==> src/hdl/rdb_queue.sv <==
// two entry queue between front and back
`timescale 1ns / 1ps

module rdb_queue #(
    parameter int W = 8
) (
    input  logic         i_clk,
    input  logic         i_rst_n,
    input  logic         i_push,
    input  logic [W-1:0] i_data,
    input  logic         i_pop,
    output logic [W-1:0] o_data,
    output logic         o_empty,
    output logic         o_full
);

    logic [W-1:0] r_buf [2];
    logic         r_wr_ptr;
    logic         r_rd_ptr;
    logic [1:0]   r_count;

    always_ff @(posedge i_clk) begin
        if (i_push) begin
            r_buf[r_wr_ptr] <= i_data;
        end
    end

    always_ff @(posedge i_clk) begin
        if (!i_rst_n) begin
            r_wr_ptr <= 1'b0;
            r_rd_ptr <= 1'b0;
            r_count  <= 2'd0;
        end else begin
            if (i_push) begin
                r_wr_ptr <= ~r_wr_ptr;
            end
            if (i_pop) begin
                r_rd_ptr <= ~r_rd_ptr;
            end
            case ({i_push, i_pop})
                2'b10:   r_count <= r_count + 2'd1;
                2'b01:   r_count <= r_count - 2'd1;
                default: r_count <= r_count;
            endcase
        end
    end

    assign o_data  = r_buf[r_rd_ptr];
    assign o_empty = (r_count == 2'd0);
    assign o_full  = (r_count == 2'd2);

    a_no_overflow: assert property (@(posedge i_clk) disable iff (!i_rst_n)
        !(i_push && !i_pop && r_count == 2'd2))
        else $error("push into full queue");

    a_no_underflow: assert property (@(posedge i_clk) disable iff (!i_rst_n)
        !(i_pop && r_count == 2'd0))
        else $error("pop from empty queue");

    a_count_range: assert property (@(posedge i_clk) disable iff (!i_rst_n)
        r_count != 2'd3)
        else $error("queue count out of range");

endmodule

==> config.mk <==
export PLATFORM = sky130hd
export DESIGN_NAME = rdb_queue
export DESIGN_NICKNAME = d
export VERILOG_FILES = /design/src/hdl/rdb_queue.sv
export SDC_FILE = /design/constraint.sdc
export NUM_CORES = 1
export LEC_CHECK = 0
export BUFFER_PORTS_ARGS = -buffer_cell sky130_fd_sc_hd__buf_2
export CAP_MARGIN = 30
export CORE_AREA = 2 2 43 45
export CTS_BUF_LIST = sky130_fd_sc_hd__clkbuf_8 sky130_fd_sc_hd__clkbuf_16
export DETAILED_ROUTE_END_ITERATION = 6
export DIE_AREA = 0 0 45 47
export PLACE_DENSITY = 0.76
export SLEW_MARGIN = 20
export SYNTH_ARGS = -nofsm -noshare
export SYNTH_HDL_FRONTEND = slang
export SYNTH_SLANG_ARGS = --single-unit
==> constraint.sdc <==
create_clock -name i_clk -period 2.5 [get_ports i_clk]
set_clock_uncertainty 0.05 [all_clocks]
set_input_delay 0.5 -clock i_clk [delete_from_list [all_inputs] [get_ports i_clk]]
set_output_delay 0.5 -clock i_clk [all_outputs]
set_load 0.01 [all_outputs]
* After elaboration in Yosys (flattened, before gate mapping)
Memories as Yosys holds them, arrays and structs flattened. A register that Yosys moved wholly into a read port is not among the register bits.
Cells that the tools add are included.
** Storage, ports and cells
- Register bits :: 4
- RAM bits :: 16
- Bits of input ports :: 12
- Output and inout bits :: 10
- Word-level logic and storage cells :: 18
- Memories :: 1
** Memories
- r_buf :: words 2, width 8, read ports 1, clocked after memory_dff 1, wr ports 1, line 17 : logic [W-1:0] r_buf [2];
** Cells by class
- Add/subtract/negate cells :: 2
- Equality and inequality tests :: 3
- Mux-type cells :: 5
- Bitwise logic cells :: 2
- Reductions and logical operators :: 2
** Operators by type and width (count)
- $eq 2x2->1 const B :: 2
- $mux 1 :: 4
- $pmux 2 s2 :: 1
- $add 2x1->2 const B :: 1
- $eq 2x1->1 const B :: 1
- $logic_not 2->1 :: 1
- $not 1->1 :: 2
- $reduce_bool 2->1 :: 1
- $sub 2x1->2 const B :: 1

* Depth between registers and ports, before layout
- Depth after elaboration :: 3
- Gate-level depth with buffers :: 5
- Gate-level depth less buffers :: 5

* Worst setup path after synthesis
No wires, ideal clock.
- Path kind :: input to register
- Start point :: input port i_push
- End point :: register r_count[1]
- Setup time :: 0.070 ns
- Arrival time :: 1.302 ns
- Required time :: 2.380 ns
- Setup slack :: 1.078 ns
- Stages on the path :: 4
- Buffers on the path :: 0
- Cells stage by stage :: inv_1 -> ha_1 -> or3_1 -> a21boi_1
** On the way
- Word-level cells in the longest chain between the ends :: 2
- Elaborated cells between the ends (all ways) :: 4
** Ends and longest elaborated chain
- from (decl) :: line 9 : input logic i_push,
- $eq 2x1->1 or $eq 2x2->1 (tied branches) :: line 40 : case ({i_push, i_pop})
- $pmux 2 s2 or $reduce_bool 2->1 (tied branches)
- to (signal assigned) :: line 41 : 2'b10: r_count <= r_count + 2'd1;
- to (signal assigned) :: line 42 : 2'b01: r_count <= r_count - 2'd1;
- to (signal assigned) :: line 43 : default: r_count <= r_count;
- to (decl) :: line 20 : logic [1:0] r_count;
Parallel ways exist; a longest one is shown, timed or not.
A chain may end at the register's enable or synchronous reset.

==> impl_metrics.json <==
{
  "gp_congestion": 0.651,
  "pre_cts_ws_ns": 0.843,
  "max_stage_delay_ns": 0.53,
  "reg2reg_from": "r_wr_ptr$_SDFFE_PN0P_",
  "rrSetupSlack_ns": 1.19,
  "r2r.worst_path.cells": 1,
  "vdd_drop_max_v": 0.000385,
  "slowest_stage": "dfxtp_1",
  "detail_route.iter0.violations": 2,
  "drt-wirelength-per-cell_um": 12.1,
  "synthCells": 47,
  "setup_violations": 0,
  "crit_fanout": 8,
  "power_leakage_nw": 0.383,
  "min_period_ns": 1.84,
  "finalNetCount": 85,
  "path_clk_slew_ns": 0.07,
  "design.die.area_um2": 2120,
  "crit_type": "register to output port",
  "min_path_type": "input port to register",
  "finalHoldViolCount": 0,
  "core_um2": 1650,
  "grt_usage_pct": 11.4,
  "drive_gt1_share_pct": 46.5,
  "grt_setup_unrepaired": "false",
  "fmax_mhz": 543,
  "first_global_vias": 399,
  "hold_buffers": 0,
  "timing.hold.ws_ns": 0.388,
  "dp_hpwl_um": 783,
  "cts_made_buffers": 3,
  "powerDensity_nw_per_um2": 730,
  "grt_pass1_wl_um": 1670,
  "path_depth": 2,
  "utilization_pct": 58.0,
  "cp_top_family": "flip-flops",
  "port_buffers": 21,
  "status": "complete, no violations",
  "vias": 432,
  "cts_tree": "yes",
  "wirelength_um": 1070,
  "num_rows": 15,
  "timing.rr.end": "r_buf[0][1]$_DFFE_PP_",
  "ant_nets": 0,
  "antenna_cells": 0,
  "fin_cells": 88,
  "holdPathStages": 1,
  "ys_seq_elements": 21,
  "syn2layout_area_growth_pct": 21.0,
  "crit_chain": "mux2_2 -> buf_2",
  "top_level_ports": 22,
  "maxCapViolCount": 0,
  "finalMaxSlewViolations": 0,
  "start_util_pct": 48.0,
  "cp_num_buf_inv": 1,
  "post-route-period-util_pct": 73.6,
  "vias_per_cell": 4.91,
  "cp-end-kind": "output port",
  "grt_antenna_before_repair": 0,
  "die_x_um": 45,
  "final_area_um2": 958,
  "post_cts_buffers": 0,
  "arrival_ns": 1.29,
  "synth_cell_type_count": 16,
  "startpoint_type": "register",
  "overflow": 0,
  "synth_area_um2": 792,
  "h-tree-depth": 1,
  "drc": 0,
  "tightest_slew_ns": 0.735,
  "grt_max_degree": 12,
  "power_uw": 700,
  "mostFrequentLayoutCell": "buf_2",
  "ys_seq_area_share_pct": 73.3,
  "cts_num_sinks": 21,
  "dp_cells": 84,
  "insertion_delay_ns": 0.25,
  "yosys_warnings": 0,
  "min_to": "r_buf[1][1]$_DFFE_PP_",
  "setup_ws_ns": 0.659,
  "final_cell_mix": "buf_2 (21), edfxtp_1 (16), mux2_2 (8), dfxtp_1 (5), and2_1 (4)",
  "avgSynthCellArea_um2": 16.9,
  "die_h_um": 47,
  "synthesis.nets": 60,
  "crit_required_ns": 1.95,
  "cts_buffer_depth": 2,
  "placedInstanceArea_um2": 913,
  "fin_setup_tns_ns": 0,
  "maxSlewHeadroom_pct": 50.8,
  "post_cts_resize_count": 0,
  "worstHoldStart": "i_data[1]",
  "root_buffer": "clkbuf_8",
  "dr.pass1.iters": 3
}
worst max path at each step:
stage | startpoint | endpoint | slack (ns)
finish | register | o_data[6] | 0.66
detailed placement | i_push | r_buf[0][1]$_DFFE_PP_ | 0.84
global placement | i_push | r_buf[0][1]$_DFFE_PP_ | 0.89
CTS | register | o_data[0] | 0.62
global route | register | o_data[0] | 0.58
floorplan | i_push | r_count[1]$_SDFFE_PN0P_ | 1.08
cells in the mapped netlist:
master,count,area (µm²)
or3_1,1,6.26
xor2_1,1,8.76
a21boi_1,1,7.51
edfxtp_1,16,480
o21a_1,1,7.51
and2b_2,1,8.76
xnor2_1,2,17.5
and2_1,4,25.0
buf_2,1,5.00
ha_1,1,12.5
mux2_2,8,90.1
dfxtp_1,5,100
inv_1,1,3.75
nor2b_1,1,6.26
o21ai_0,1,5.00
nor2_1,2,7.51
report_power, final:
group	total, mW	internal (mW)	leakage (nW)	switching, mW
Sequential	0.413	0.400	0.192	0.0133
Clock	0.201	0.109	0.0269	0.0918
Combinational	0.0864	0.0474	0.165	0.0389
Total	0.700	0.556	0.383	0.144
flip-flops by register name, summed over array words and instances (netlist names), named ones only:
| signal | flops |
|---|---|
| r_wr_ptr | 1 |
| r_count | 2 |
| r_buf | 16 |
| r_rd_ptr | 1 |
logic make-up (layout without fill, tap and decap cells):
group | after synthesis | count (layout) | synth area share, %
compound gates | 3 | 3 | 2.53
xor+xnor | 3 | 3 | 3.32
fa+ha+maj | 1 | 1 | 1.58
buf+inv | 2 | 26 | 1.10
flops | 21 | 21 | 73.3
mux | 8 | 8 | 11.4
simple gates | 9 | 9 | 6.79
layout make-up:
| type | count | area [µm²] |
|---|---|---|
| Tap cell | 17 | 21.3 |
| Inverter | 1 | 3.75 |
| Fill cell | 141 | 693 |
| Timing Repair Buffer | 21 | 105 |
| Clock buffer | 3 | 41.3 |
| Clock inverter | 1 | 3.75 |
| Multi-Input combinational cell | 24 | 203 |
| Sequential cell | 21 | 581 |
layer usage:
| metal | GRT usage, % | wire [µm] |
|---|---|---|
| met5 | 0 | 0 |
| met3 | 2.31 | 73 |
| met4 | 7.06 | 0 |
| met2 | 19.1 | 532 |
| met1 | 13.6 | 462 |
Power figures use the tool's default switching activity.
