**config.mk**
```make
export PLATFORM = sky130hd
export DESIGN_NAME = rdb_front
export DESIGN_NICKNAME = d
export VERILOG_FILES = /design/src/hdl/rdb_pkg.sv /design/src/hdl/rdb_front.sv
export SDC_FILE = /design/constraint.sdc
export NUM_CORES = 1
export LEC_CHECK = 0
export ABC_CLOCK_PERIOD_IN_PS = 6600
export BUFFER_PORTS_ARGS = -buffer_cell sky130_fd_sc_hd__buf_2
export CORE_UTILIZATION = 50
export DETAILED_ROUTE_END_ITERATION = 8
export HOLD_SLACK_MARGIN = 0.08
export PLACE_DENSITY = 0.72
export REMOVE_ABC_BUFFERS = 1
export SLEW_MARGIN = 20
export SYNTH_ARGS = -nofsm -noshare
export SYNTH_HDL_FRONTEND = slang
export SYNTH_SLANG_ARGS = --single-unit
export TNS_END_PERCENT = 50
```
**constraint.sdc**
```tcl
create_clock -name i_clk -period 6.6 [get_ports i_clk]
set_clock_uncertainty 0.2 [all_clocks]
set_input_delay 0.33 -clock i_clk [delete_from_list [all_inputs] [get_ports i_clk]]
set_output_delay 0.33 -clock i_clk [all_outputs]
set_load 0.1 [all_outputs]
```
**src/hdl/rdb_pkg.sv**
```systemverilog
// shared types, codes and defaults for the reversible deque buffer
`timescale 1ns / 1ps

package rdb_pkg;

    localparam int DEPTH_DEF = 1024;
    localparam int FILL_W    = 11;

    // item modes
    localparam logic [1:0] MODE_TOGGLE = 2'd0;
    localparam logic [1:0] MODE_ADD    = 2'd1;
    localparam logic [1:0] MODE_TAKE   = 2'd2;

    // result status codes
    localparam logic [1:0] ST_OK    = 2'd0;
    localparam logic [1:0] ST_FULL  = 2'd1;
    localparam logic [1:0] ST_EMPTY = 2'd2;

    typedef struct packed {
        logic [1:0] mode;
        logic       side;
        logic [7:0] char_in;
    } t_in_word;

    typedef struct packed {
        logic [1:0]        status;
        logic [7:0]        char_out;
        logic              last;
        logic [FILL_W-1:0] fill;
    } t_out_word;

    // memory operation handed from front to back, address travels beside it
    typedef struct packed {
        logic              wr;
        logic              rd;
        logic [7:0]        data;
        logic [1:0]        status;
        logic              last;
        logic [FILL_W-1:0] fill;
    } t_op;

endpackage

```
**src/hdl/rdb_front.sv**
```systemverilog
// front end: pointer state, item classification and memory op build
`timescale 1ns / 1ps

module rdb_front import rdb_pkg::*; #(
    parameter int DEPTH = DEPTH_DEF
) (
    input  logic                     i_clk,
    input  logic                     i_rst_n,
    input  logic                     i_accept,
    input  t_in_word                 i_word,
    output logic                     o_push,
    output t_op                      o_op,
    output logic [$clog2(DEPTH)-1:0] o_addr
);

    localparam int AW  = $clog2(DEPTH);
    localparam int AW1 = AW + 1;
    localparam int CW  = $clog2(DEPTH + 1);

    logic [AW-1:0] r_head, n_head;
    logic [CW-1:0] r_count, n_count;
    logic          r_flag, n_flag;

    logic [CW-1:0]        w_k;
    logic [AW1-1:0]       w_sum;
    logic [AW1-1:0]       w_wrap;
    logic [AW-1:0]        w_slot;
    logic [AW-1:0]        w_head_dec;
    logic [CW+FILL_W-1:0] w_fill_wide;
    t_op                  w_op;
    logic [AW-1:0]        w_addr;

    // ring slot at offset k past head
    always_comb begin
        if (i_word.mode == MODE_ADD) begin
            w_k = r_count;
        end else if (r_flag) begin
            w_k = r_count - 1'b1;
        end else begin
            w_k = CW'(1);
        end
        w_sum  = AW1'(r_head) + AW1'(w_k);
        w_wrap = (w_sum >= AW1'(DEPTH)) ? w_sum - AW1'(DEPTH) : w_sum;
        w_slot = w_wrap[AW-1:0];
    end

    assign w_head_dec  = (r_head == '0) ? AW'(DEPTH - 1) : r_head - 1'b1;
    assign w_fill_wide = {{FILL_W{1'b0}}, n_count};

    always_comb begin
        n_head      = r_head;
        n_count     = r_count;
        n_flag      = r_flag;
        w_addr      = r_head;
        w_op.wr     = 1'b0;
        w_op.rd     = 1'b0;
        w_op.data   = i_word.char_in;
        w_op.status = ST_OK;
        w_op.last   = 1'b0;
        unique case (i_word.mode)
            MODE_TOGGLE: begin
                n_flag = ~r_flag;
            end
            MODE_ADD: begin
                if (r_count == CW'(DEPTH)) begin
                    w_op.status = ST_FULL;
                end else begin
                    w_op.wr = 1'b1;
                    n_count = r_count + 1'b1;
                    if ((i_word.side ^ r_flag) == 1'b0) begin
                        n_head = w_head_dec;
                        w_addr = w_head_dec;
                    end else begin
                        w_addr = w_slot;
                    end
                end
            end
            MODE_TAKE: begin
                if (r_count == '0) begin
                    w_op.status = ST_EMPTY;
                end else begin
                    w_op.rd   = 1'b1;
                    n_count   = r_count - 1'b1;
                    w_op.last = (r_count == CW'(1));
                    if (r_flag) begin
                        w_addr = w_slot;
                    end else begin
                        w_addr = r_head;
                        n_head = w_slot;
                    end
                end
            end
            default: begin
            end
        endcase
        w_op.fill = w_fill_wide[FILL_W-1:0];
    end

    always_ff @(posedge i_clk) begin
        if (!i_rst_n) begin
            r_head  <= '0;
            r_count <= '0;
            r_flag  <= 1'b0;
        end else if (i_accept) begin
            r_head  <= n_head;
            r_count <= n_count;
            r_flag  <= n_flag;
        end
    end

    assign o_push = i_accept;
    assign o_op   = w_op;
    assign o_addr = w_addr;

    a_count_bound: assert property (@(posedge i_clk) disable iff (!i_rst_n)
        r_count <= CW'(DEPTH))
        else $error("held count above depth");

    a_head_bound: assert property (@(posedge i_clk) disable iff (!i_rst_n)
        AW1'(r_head) < AW1'(DEPTH))
        else $error("head index outside ring");

    a_toggle: assert property (@(posedge i_clk) disable iff (!i_rst_n)
        i_accept && i_word.mode == MODE_TOGGLE |=> r_flag != $past(r_flag))
        else $error("toggle did not flip order");

    a_access_one: assert property (@(posedge i_clk) disable iff (!i_rst_n)
        !(w_op.wr && w_op.rd))
        else $error("write and read in one op");

endmodule

```
After elaboration in Yosys (flattened, before gate mapping). Cells that the tools add are included.

Flip-flop bits (word level): 22. Bits of input ports: 14. Output and inout bits: 35. Word-level logic and storage cells: 51.

$add $sub $neg: 5. $lt $le $gt $ge: 1. Equality and inequality tests: 8. Muxes and demuxes: 26. Bitwise gates (word level): 2. Reduce and logical (&&, ||, !) cells: 6.

Operators with widths (number): two-way mux 10 bit (10); two-way mux 11 bit (4); case mux 10 bit (2 select lines) (2); case mux 11 bit (2 select lines) (1); subtractor 10 x 1 -> 10 bit (second input constant) (2); adder 10 x 11 -> 11 bit (1); adder 11 x 1 -> 11 bit (second input constant) (1); == test 11 x 1 -> 1 bit (second input constant) (1); == test 11 bit (second input constant) (1); >= comparator 11 bit (second input constant) (1); zero test 11 bit (1); subtractor 11 x 1 -> 11 bit (second input constant) (1); zero test 10 bit (1); inequality test 2 bit (second input constant) (4); two-way mux 1 bit (7); AND reduction 6 bit (1); case mux 2 bit (2 select lines) (1); == test 2 x 1 -> 1 bit (second input constant) (1); == test 2 bit (second input constant) (1); zero test 2 bit (1); two-way mux 2 bit (1); AND reduction 2 bit (1); nonzero test 2 bit (1); NOT 1 bit (1); XOR 1 bit (1).

Logic depth before layout (Yosys ltp). Gate-level depths: netlist (run 1).

Word-level depth: 9. Mapped depth: 15. Gate-level depth less buffers: 13.

Least setup slack after synthesis (run 1). No wires, ideal clock.

Path kind: input -> output. Start point: input i_word[10] (netlist name). End point: output o_addr[9]. Data arrival time: 5.054 ns. Data required time: 6.070 ns. Setup slack: 1.016 ns. Stages: 15. Path buffers: 3. Cell sequence: inv_1 > ha_1 > buf_1 > buf_1 > buf_1 > nor3_1 > a21oi_1 > o21ai_0 > ha_1 > a21o_1 > a21oi_1 > a311oi_1 > a211oi_1 > xnor2_1 > o21ai_0.

Cells in the longest elaborated chain, start to end: 8. Elaborated cells between the ends (all ways): 12. Classes of those cells: add/sub (2); order compare (1); eq/ne (2); mux (7).

RTL lines: from (decl) (line rdb_front.sv:10) `input t_in_word i_word,`; == test 2 x 1 -> 1 bit (line rdb_front.sv:35, rdb_front.sv:60); two-way mux 11 bit (line rdb_front.sv:35) `if (i_word.mode == MODE_ADD) begin`; adder 10 x 11 -> 11 bit (line rdb_front.sv:42) `w_sum = AW1'(r_head) + AW1'(w_k);`; subtractor 10 x 1 -> 10 bit or >= comparator 11 bit (tied branches) (line rdb_front.sv:43) `w_wrap = (w_sum >= AW1'(DEPTH)) ? w_sum - AW1'(DEPTH) : w_sum;`; two-way mux 10 bit (line rdb_front.sv:43); two-way mux 10 bit, on equally long branches (line rdb_front.sv:85, rdb_front.sv:70); two-way mux 10 bit, on equally long branches (line rdb_front.sv:79, rdb_front.sv:65); case mux 10 bit (2 select lines) * (line rdb_front.sv:60) `unique case (i_word.mode)`; to (decl) (line rdb_front.sv:13) `output logic [$clog2(DEPTH)-1:0] o_addr`.

Mark *: on every way between the ends. The rest lies on a longest branch, timed or not.

Final worst setup path (run 1).
Start point: register r_count[0]. End point: output o_addr[9].

Cells in the longest elaborated chain, start to end: 9. Elaborated cells between the ends (all ways): 14. Classes of those cells: add/sub (3); order compare (1); eq/ne (1); mux (8); reduce/logical (1).

RTL lines: from (decl) (line rdb_front.sv:21) `logic [CW-1:0] r_count, n_count;`; from (signal assigned) (line rdb_front.sv:106) `r_count <= n_count;`; subtractor 11 x 1 -> 11 bit (line rdb_front.sv:38) `w_k = r_count - 1'b1;`; two-way mux 11 bit (line rdb_front.sv:37) `end else if (r_flag) begin`; two-way mux 11 bit (line rdb_front.sv:35); adder 10 x 11 -> 11 bit (line rdb_front.sv:42); subtractor 10 x 1 -> 10 bit or >= comparator 11 bit (tied branches) (line rdb_front.sv:43); two-way mux 10 bit (line rdb_front.sv:43); two-way mux 10 bit, on equally long branches (line rdb_front.sv:85, rdb_front.sv:70); two-way mux 10 bit, on equally long branches (line rdb_front.sv:79, rdb_front.sv:65); case mux 10 bit (2 select lines) * (line rdb_front.sv:60).

Marks and branches as above.

==> flow_summary.yaml, run 1 <==
finish:
  n_antenna_cell: 0
  final_common_cell: "nand2_1"
  drive_gt1_frac: 0.132
  area_growth_pct: 3.35
  num-nets-final: 475
  final_cell_mix: "nand2_1 (52), nor2_1 (39), o21ai_0 (35), a21oi_1 (32), buf_2 (32)"
cts:
  cts.sinks: 22
  cts_max_path_buffers: 2
  clk_pin_slew_ns: 0.08
  insertion_delay_ns: 0.28
  postCtsResizedCells: 0
  cts_setup_buffers: 0
  hold_buffers: 0
  cts_root_buf: "clkbuf_8"
  cts_tree: "yes"
  htreeDepth: 1
  cts_buffers: 3
route:
  drt_iter0_drc: 368
  wire_per_inst_um: 17.2
  drt-pass1-iter-count: 5
  ant_nets: 0
  routed_wl_um: 8820
  drc_errors: 0
  via_per_inst: 6.63
  vias: 3394
logic_synthesis:
  synthAdderAreaFrac: 0.0810
  synth_edf_count: 0
  yosysUniqueCellTypes: 63
  synthFlopType: "dfxtp_1"
  muxShareOfSynthArea: 0.0421
  synth-warning-count: 0
  synth_xor_area_frac: 0.0376
  synth.avg_cell_area_um2: 6.79
  synth_compound_area_frac: 0.331
  syn_inst: 446
  synth.yosys.seq_area_share: 0.145
  synth-simple-area-share: 0.271
  netlist_area_um2: 3030
  postSynth.asyncResetShare: 0
  synth_top_family_by_area: "compound AO/OA/AOI/OAI gates"
  ys_ff_latch: 22
grt:
  antenna_found_initial: 0
  track_usage: 0.282
  gr-total-overflow: 0
  grt_max_degree: 33
  grt_pass1_vias: 2900
  grt_pass1_wl_um: 14100
placement:
  place_ws_ns: 2.31
  port_buffers: 32
  gp_congestion: 0.908
  post-dp-hpwl_um: 6320
floorplanning:
  io_pins: 49
  die_h_um: 79.8
  coreArea_um2: 5680
  start_util: 0.534
  die_w_um: 79.8
  rows: 27
  dieArea_um2: 6370
status:
  status: "completed"
sta:
  slew_viol_final: 0
  finalCritPeriodShare: 0.695
  worstMarginPinSlew_ns: 1.10
  finalSetupViolations: 0
  max_freq_ghz: 0.218
  relSlewSlack: 0.265
  hold_viol_final: 0
  tns_ns: 0
  rsz0062_at_grt: "false"
  fin_ws_ns: 2.02
  fin_crit_ns: 4.58
power_and_ir_drop:
  swShare: 0.571
  p_leak_uw: 0.00134
  p_seq_frac: 0.244
  p_sw_uw: 413
  share_comb_of_total_power: 0.629
  power.share.clock: 0.128
  internal-power_uw: 311
  ir_drop_v: 0.000126
  p_per_area_nw_per_um2: 231
setup_path:
  cpLargestDelayFamily: "compound AO/OA/AOI/OAI gates"
  end_kind: "output port"
  critPathBufInv: 2
  critPathLaunchType: "flip-flop"
  required_ns: 6.07
  path_class: "reg2out"
  worstPathArrival_ns: 4.05
  critPathMaxStageDelay_ns: 0.69
  crit_chain: "inv_1, ha_1, nand2_1, nor3_1, a21oi_1, o21ai_0, ha_1, a21o_1, a21oi_1, a311oi_1, a211oi_1, xnor2_1, o21ai_0, buf_2"
  slowest_stage: "dfxtp_1"
  cp_max_fo: 16
flow_run:
  cap_violations: 0
worst_hold_path:
  hold_class: "in2reg"
cells by family (layout without fill, tap and decap cells):
family	Yosys count	count (layout)
DFF	22	22
buffers and inverters	62	56
muxes	12	12
adders and majority gates	19	19
AOI/OAI and AO/OA	150	150
and+or+nand+nor	168	168
xor gates and xnor gates	13	13
Yosys cell counts, types with 4 or more instances:
master / count / area share
or3_1: 7 / 0.014
a31oi_1: 14 / 0.029
buf_4: 10 / 0.025
mux2i_1: 6 / 0.020
a21o_1: 5 / 0.012
buf_2: 5 / 0.0083
and3_1: 11 / 0.023
o211ai_1: 7 / 0.017
dfxtp_1: 22 / 0.15
ha_1: 18 / 0.074
nor3_1: 13 / 0.021
mux2_2: 6 / 0.022
clkbuf_1: 25 / 0.031
nor2_1: 39 / 0.048
nand2_1: 52 / 0.064
o21ai_0: 35 / 0.058
o31ai_1: 8 / 0.020
xnor2_1: 10 / 0.029
inv_1: 17 / 0.021
nor2b_1: 4 / 0.0083
nand4_1: 5 / 0.010
nand3_1: 17 / 0.028
a22oi_1: 6 / 0.015
a21oi_1: 32 / 0.053
nand2b_1: 4 / 0.0083
state kept, by name, summed over array words and instances, names as in the netlist:
register / count
r_count: 11
r_head: 10
r_flag: 1
metal layers:
| metal | part of all wire | vias to the layer above | global-route usage |
|---|---|---|---|
| li1 | - | 1630 | - |
| met1 | 0.45 | 1578 | 0.395 |
| met2 | 0.45 | 170 | 0.435 |
| met3 | 0.083 | 16 | 0.0434 |
| met4 | 0.018 | 0 | 0.0964 |
| met5 | 0 | - | 0 |
worst paths after layout:
kind	start	to	slack (ns)	cells past startpoint
worst max register to register	r_count[0]	r_head[8]	2.89	13
worst min-delay path	i_accept	r_count[10]	0.18	2
worst min register to register	r_head[7]	r_head[7]	0.38	2
worst max-delay path	r_count[0]	o_addr[9]	2.02	14
area by class of cell:
class / instances / area (µm²)
multi-input cells: 362 / 2310
repair buffers: 34 / 175
flip-flops and latches: 22 / 440
fillers: 550 / 2540
well taps: 72 / 90.1
clock buffers: 3 / 41.3
inverters: 19 / 71.3
power groups by stage:
stage / combinational [µW] / sequential, µW / clock [µW]
after global placement: 444 / 178 / 0
after detailed placement: 448 / 178 / 0
after global routing: 490 / 179 / 99.0
final: 455 / 176 / 92.3
after floorplan: 370 / 168 / 0
after CTS: 450 / 175 / 94.9
through the flow:
step                      power [µW]  utilization  hold WS [ns]  instance area [µm²]  instances
final                            724        0.552         0.176                 3130        512
after floorplan                  538            -         0.244                 2820        403
after detailed placement         626        0.544         0.354                 3090        509
after global routing             768        0.552         0.176                 3130        512
after global placement           622        0.544         0.357                 3090        509
after CTS                        720        0.552         0.165                 3130        512
Note: power is estimated with default switching activity, not from simulation.
==> run 2, diff against run 1 <==
- ABC_CLOCK_PERIOD_IN_PS: 6600 -> 4500
- clock period: 6.6 -> 4.5 ns (I/O delays scaled with it)
==> flow_summary.yaml, run 2 (synthesis gave the netlist of run 1 again) <==
finish:
  finalInstanceArea_um2: 3160
  largest-register: "r_count"
  largest_reg_flops: 11
  area_growth_pct: 4.38
  drive_gt1_frac: 0.138
  final_util: 0.557
  final_common_cell: "nand2_1"
  n_antenna_cell: 0
  largestRegisters: "r_count (11), r_head (10), r_flag (1)"
  num-nets-final: 478
  final_cell_mix: "nand2_1 (52), nor2_1 (39), o21ai_0 (35), a21oi_1 (32), buf_2 (30)"
  fillers: 564
cts:
  cts_root_buf: "clkbuf_8"
  insertion_delay_ns: 0.28
  cts_max_path_buffers: 2
  htreeDepth: 1
  cts_buffers: 3
  cts.sinks: 22
  clk_pin_slew_ns: 0.09
  cts_tree: "yes"
setup_path:
  r2r_setup_slack_ns: 1.00
  crit_end: "o_addr[5]"
  slowest_stage: "o311ai_0"
  required_ns: 4.07
  worstPathArrival_ns: 3.87
  end_kind: "output port"
  r2r-end: "r_head[8]"
  crit_chain: "inv_1, ha_1, mux2i_1, o21ai_0, ha_1, and3_1, o21ai_0, o311ai_0, mux2i_1, o21ai_0, buf_2"
  cp_common_cell: "o21ai_0"
  reg2reg_depth: 12
  crit_path_start: "r_count[1]"
  critical_path_depth: 11
  critPathMaxStageDelay_ns: 0.62
  critPathLaunchType: "flip-flop"
  cpLargestDelayFamily: "compound AO/OA/AOI/OAI gates"
  path_class: "reg2out"
  rr_startpoint: "r_count[1]"
  cp_max_fo: 12
  critPathBufInv: 2
power_and_ir_drop:
  power.share.clock: 0.129
  p_leak_uw: 0.00135
  p_sw_uw: 610
  swShare: 0.571
  internal-power_uw: 459
  p_seq_frac: 0.241
  p_per_area_nw_per_um2: 338
  ir_drop_v: 0.000167
  share_comb_of_total_power: 0.631
route:
  ant_nets: 0
  wire_per_inst_um: 17.7
  via_per_inst: 6.57
  vias: 3385
  drt-pass1-iter-count: 5
  drc_errors: 0
  routed_wl_um: 9110
  drt_iter0_drc: 352
floorplanning:
  coreArea_um2: 5680
  start_util: 0.534
  die_w_um: 79.8
  die_h_um: 79.8
  dieArea_um2: 6370
  rows: 27
  io_pins: 49
grt:
  antenna_found_initial: 0
  grt_max_degree: 22
  grt_pass1_wl_um: 14800
  grt_pass1_vias: 2929
  gr-total-overflow: 0
  track_usage: 0.294
sta:
  fin_ws_ns: 0.203
  max_freq_ghz: 0.233
  hold_viol_final: 0
  finalSetupViolations: 0
  slew_viol_final: 0
  finalCritPeriodShare: 0.955
  rsz0062_at_grt: "false"
  tns_ns: 0
  fin_crit_ns: 4.30
  worstMarginPinSlew_ns: 1.03
  relSlewSlack: 0.307
worst_hold_path:
  hold_class: "in2reg"
placement:
  port_buffers: 32
  gp_congestion: 0.916
  placed_area_um2: 3100
  place_ws_ns: 0.502
  post-dp-hpwl_um: 6530
flow_run:
  cap_violations: 0
status:
  status: "completed"
[run 2: cell count changes in the layout (fill, tap and decap cells not counted), sizes merged]
cell	previous run	this run
clkbuf	3	5
dlygate4sd3	0	1
[run 2: through the flow]
stage	total power [µW]	hold WS (ns)	std cells
after floorplan	789	0.139	403
after global placement	913	0.251	511
after detailed placement	922	0.251	511
after CTS	1060	0.151	515
after global routing	1130	0.198	515
final	1070	0.162	515
[run 2: how the worst min path moves through the flow]
stage / from / endpoint / slack (ns) / cells past startpoint
CTS: i_rst_n / r_count[3] / 0.15 / 3
floorplan: i_accept / r_count[10] / 0.14 / 1
global placement: i_word[0] / o_op[14] / 0.25 / 0
detailed placement: i_word[0] / o_op[14] / 0.25 / 0
global route: i_rst_n / r_count[7] / 0.20 / 3
finish: i_rst_n / r_count[3] / 0.16 / 3
[run 2: area by class of cell]
class / count / area (µm²) / area share
clock buffer: 3 / 41.3 / 0.0131
inverter: 19 / 71.3 / 0.0226
multi-input combinational: 362 / 2310 / 0.731
sequential: 22 / 442 / 0.140
tap: 72 / 90.1 / 0.0285
timing repair buffer: 37 / 205 / 0.0649
[run 2: metal layers]
metal  part of all wire  GRT usage  up-vias
met4              0.016     0.0679        0
met3              0.082     0.0480       17
met1               0.46      0.430     1570
li1                   -          -     1631
met5                  0          0        -
met2               0.44      0.445      167
[run 2: tightest hold or removal path: cells and delay by family]
kind,cells,cell delay [ns]
AO/OA/AOI/OAI,1,0.11
buffers and inverters,1,0.21
AND/OR/NAND/NOR,1,0.04
[run 2: power groups by stage]
stage | registers [µW] | logic [µW] | clock network [µW]
after detailed placement | 260 | 662 | 0
after CTS | 255 | 665 | 135
after global placement | 259 | 654 | 0
after floorplan | 247 | 542 | 0
after global routing | 261 | 726 | 145
final | 257 | 674 | 137
[run 2: repair_timing]
action | 4_1_cts | 5_1_grt
setup buffers | 0 | 0
hold buffers | 1 | 0
resized for setup | 0 | 3
endpoints found under the hold margin | 1 | 0
endpoints found under the setup margin | 0 | 4
==> run 3, diff against run 2 <==
- ABC_CLOCK_PERIOD_IN_PS: 4500 -> 4000
- CORE_ASPECT_RATIO: default -> 1.1
- clock period: 4.5 -> 4 ns (I/O delays scaled with it)
==> flow_summary.yaml, run 3 (synthesis gave the netlist of run 1 again) <==
sta:
  finalSetupViolations: 0
  fin_crit_ns: 3.75
  relSlewSlack: 0.396
  worstMarginPinSlew_ns: 0.899
  hold_viol_final: 0
  slew_viol_final: 0
  finalCritPeriodShare: 0.939
  max_freq_ghz: 0.266
placement:
  post-dp-hpwl_um: 6800
  placed_area_um2: 3280
  port_buffers: 32
  gp_congestion: 0.936
floorplanning:
  die_h_um: 83.6
  die_w_um: 76.2
  dieArea_um2: 6370
  rows: 29
  io_pins: 49
  start_util: 0.522
  coreArea_um2: 5810
finish:
  area_growth_pct: 11.2
  finalInstanceArea_um2: 3370
  drive_gt1_frac: 0.178
  largest_reg_flops: 11
  largest-register: "r_count"
  n_antenna_cell: 0
  num-nets-final: 489
  fillers: 580
  final_util: 0.580
  final_common_cell: "nand2_1"
  final_cell_mix: "nand2_1 (51), nor2_1 (39), o21ai_0 (34), a21oi_1 (31), buf_2 (26)"
  largestRegisters: "r_count (11), r_head (10), r_flag (1)"
setup_path:
  worstPathArrival_ns: 3.35
  critPathMaxStageDelay_ns: 0.57
  slowest_stage: "or4_4"
  crit_path_start: "r_count[0]"
  critical_path_depth: 12
  reg2reg_depth: 11
  crit_end: "o_addr[7]"
  r2r_setup_slack_ns: 0.78
  rr_startpoint: "r_count[0]"
  required_ns: 3.60
  cpLargestDelayFamily: "simple AND/OR/NAND/NOR gates"
  path_class: "reg2out"
  end_kind: "output port"
  r2r-end: "r_head[7]"
  crit_chain: "or4_4, nor2_1, mux2i_1, o21ai_0, ha_2, and3_1, o21ai_0, a31oi_1, xor2_1, nor2_1, o21ai_2, buf_12"
  critPathBufInv: 1
  critPathLaunchType: "flip-flop"
  cp_max_fo: 9
worst_hold_path:
  min_path_cells: 3
  hold_class: "in2reg"
route:
  ant_nets: 0
  drc_errors: 0
  via_per_inst: 6.41
  drt-pass1-iter-count: 5
  vias: 3403
  drt_iter0_drc: 238
  routed_wl_um: 9220
  wire_per_inst_um: 17.4
power_and_ir_drop:
  p_leak_uw: 0.00143
  ir_drop_v: 0.000186
  p_per_area_nw_per_um2: 371
  finalPower_uw: 1250
grt:
  track_usage: 0.291
  antenna_found_initial: 0
  grt_max_degree: 32
  gr-total-overflow: 0
  grt_pass1_vias: 3125
  grt_pass1_wl_um: 15200
cts:
  htreeDepth: 1
  cts_buffers: 3
  cts_root_buf: "clkbuf_8"
  cts_setup_buffers: 0
  insertion_delay_ns: 0.27
  clk_pin_slew_ns: 0.09
  cts_tree: "yes"
  cts.sinks: 22
  cts_max_path_buffers: 2
status:
  status: "completed"
flow_run:
  cap_violations: 0
[run 3: power breakdown]
| part | leakage [µW] | switching [µW] | internal [µW] |
|---|---|---|---|
| clock | 0.0000216 | 79.1 | 67.5 |
| sequential | 0.000181 | 44.3 | 238 |
| combinational | 0.00123 | 565 | 254 |
| total | 0.00143 | 689 | 559 |
[run 3: worst min path at each step]
| stage | startpoint | endpoint | slack (ns) |
|---|---|---|---|
| 2_1_floorplan | i_accept | r_count[10] | 0.11 |
| 3_3_place_gp | i_word[0] | o_op[14] | 0.20 |
| 3_5_place_dp | i_word[0] | o_op[14] | 0.20 |
| 4_1_cts | i_rst_n | r_count[7] | 0.12 |
| 5_1_grt | i_rst_n | r_count[3] | 0.15 |
| 6_report | i_rst_n | r_count[3] | 0.14 |
[run 3: final cells by class]
| type | instances | area, µm² | share of cell area |
|---|---|---|---|
| Clock buffer | 3 | 41.3 | 0.0123 |
| Tap cell | 77 | 96.3 | 0.0286 |
| Timing Repair Buffer | 48 | 373 | 0.111 |
| Sequential cell | 22 | 444 | 0.132 |
| Inverter | 19 | 71.3 | 0.0212 |
| Multi-Input combinational cell | 362 | 2340 | 0.695 |
[run 3: what timing repair did]
| item | 4_1_cts | 5_1_grt |
|---|---|---|
| hold buffers | 1 | 0 |
| setup endpoints to repair | 1 | 5 |
| hold endpoints to repair | 3 | 0 |
| resized for setup | 1 | 11 |
[run 3: routing by layer]
| metal | track usage | part of all wire | wire length, µm |
|---|---|---|---|
| met4 | 0.128 | 0.028 | 258 |
| met2 | 0.506 | 0.49 | 4490 |
| met5 | 0 | 0 | 0 |
| met3 | 0.0372 | 0.068 | 625 |
| met1 | 0.356 | 0.42 | 3840 |
[run 3: per-stage QoR]
stage / TNS [ns] / setup slack (ns) / hold slack [ns] / cells
after floorplan: -3.51 / -1.08 / 0.114 / 403
after global placement: 0 / 0.364 / 0.201 / 527
after detailed placement: 0 / 0.298 / 0.201 / 527
after CTS: 0 / 0.0418 / 0.122 / 531
after global routing: -0.00452 / -0.00452 / 0.152 / 531
final: 0 / 0.245 / 0.141 / 531
[run 3: worst min-delay path, cell delays in order]
cell,delay [ns]
buf_2,0.21
o21ai_0,0.12
nor2_1,0.04
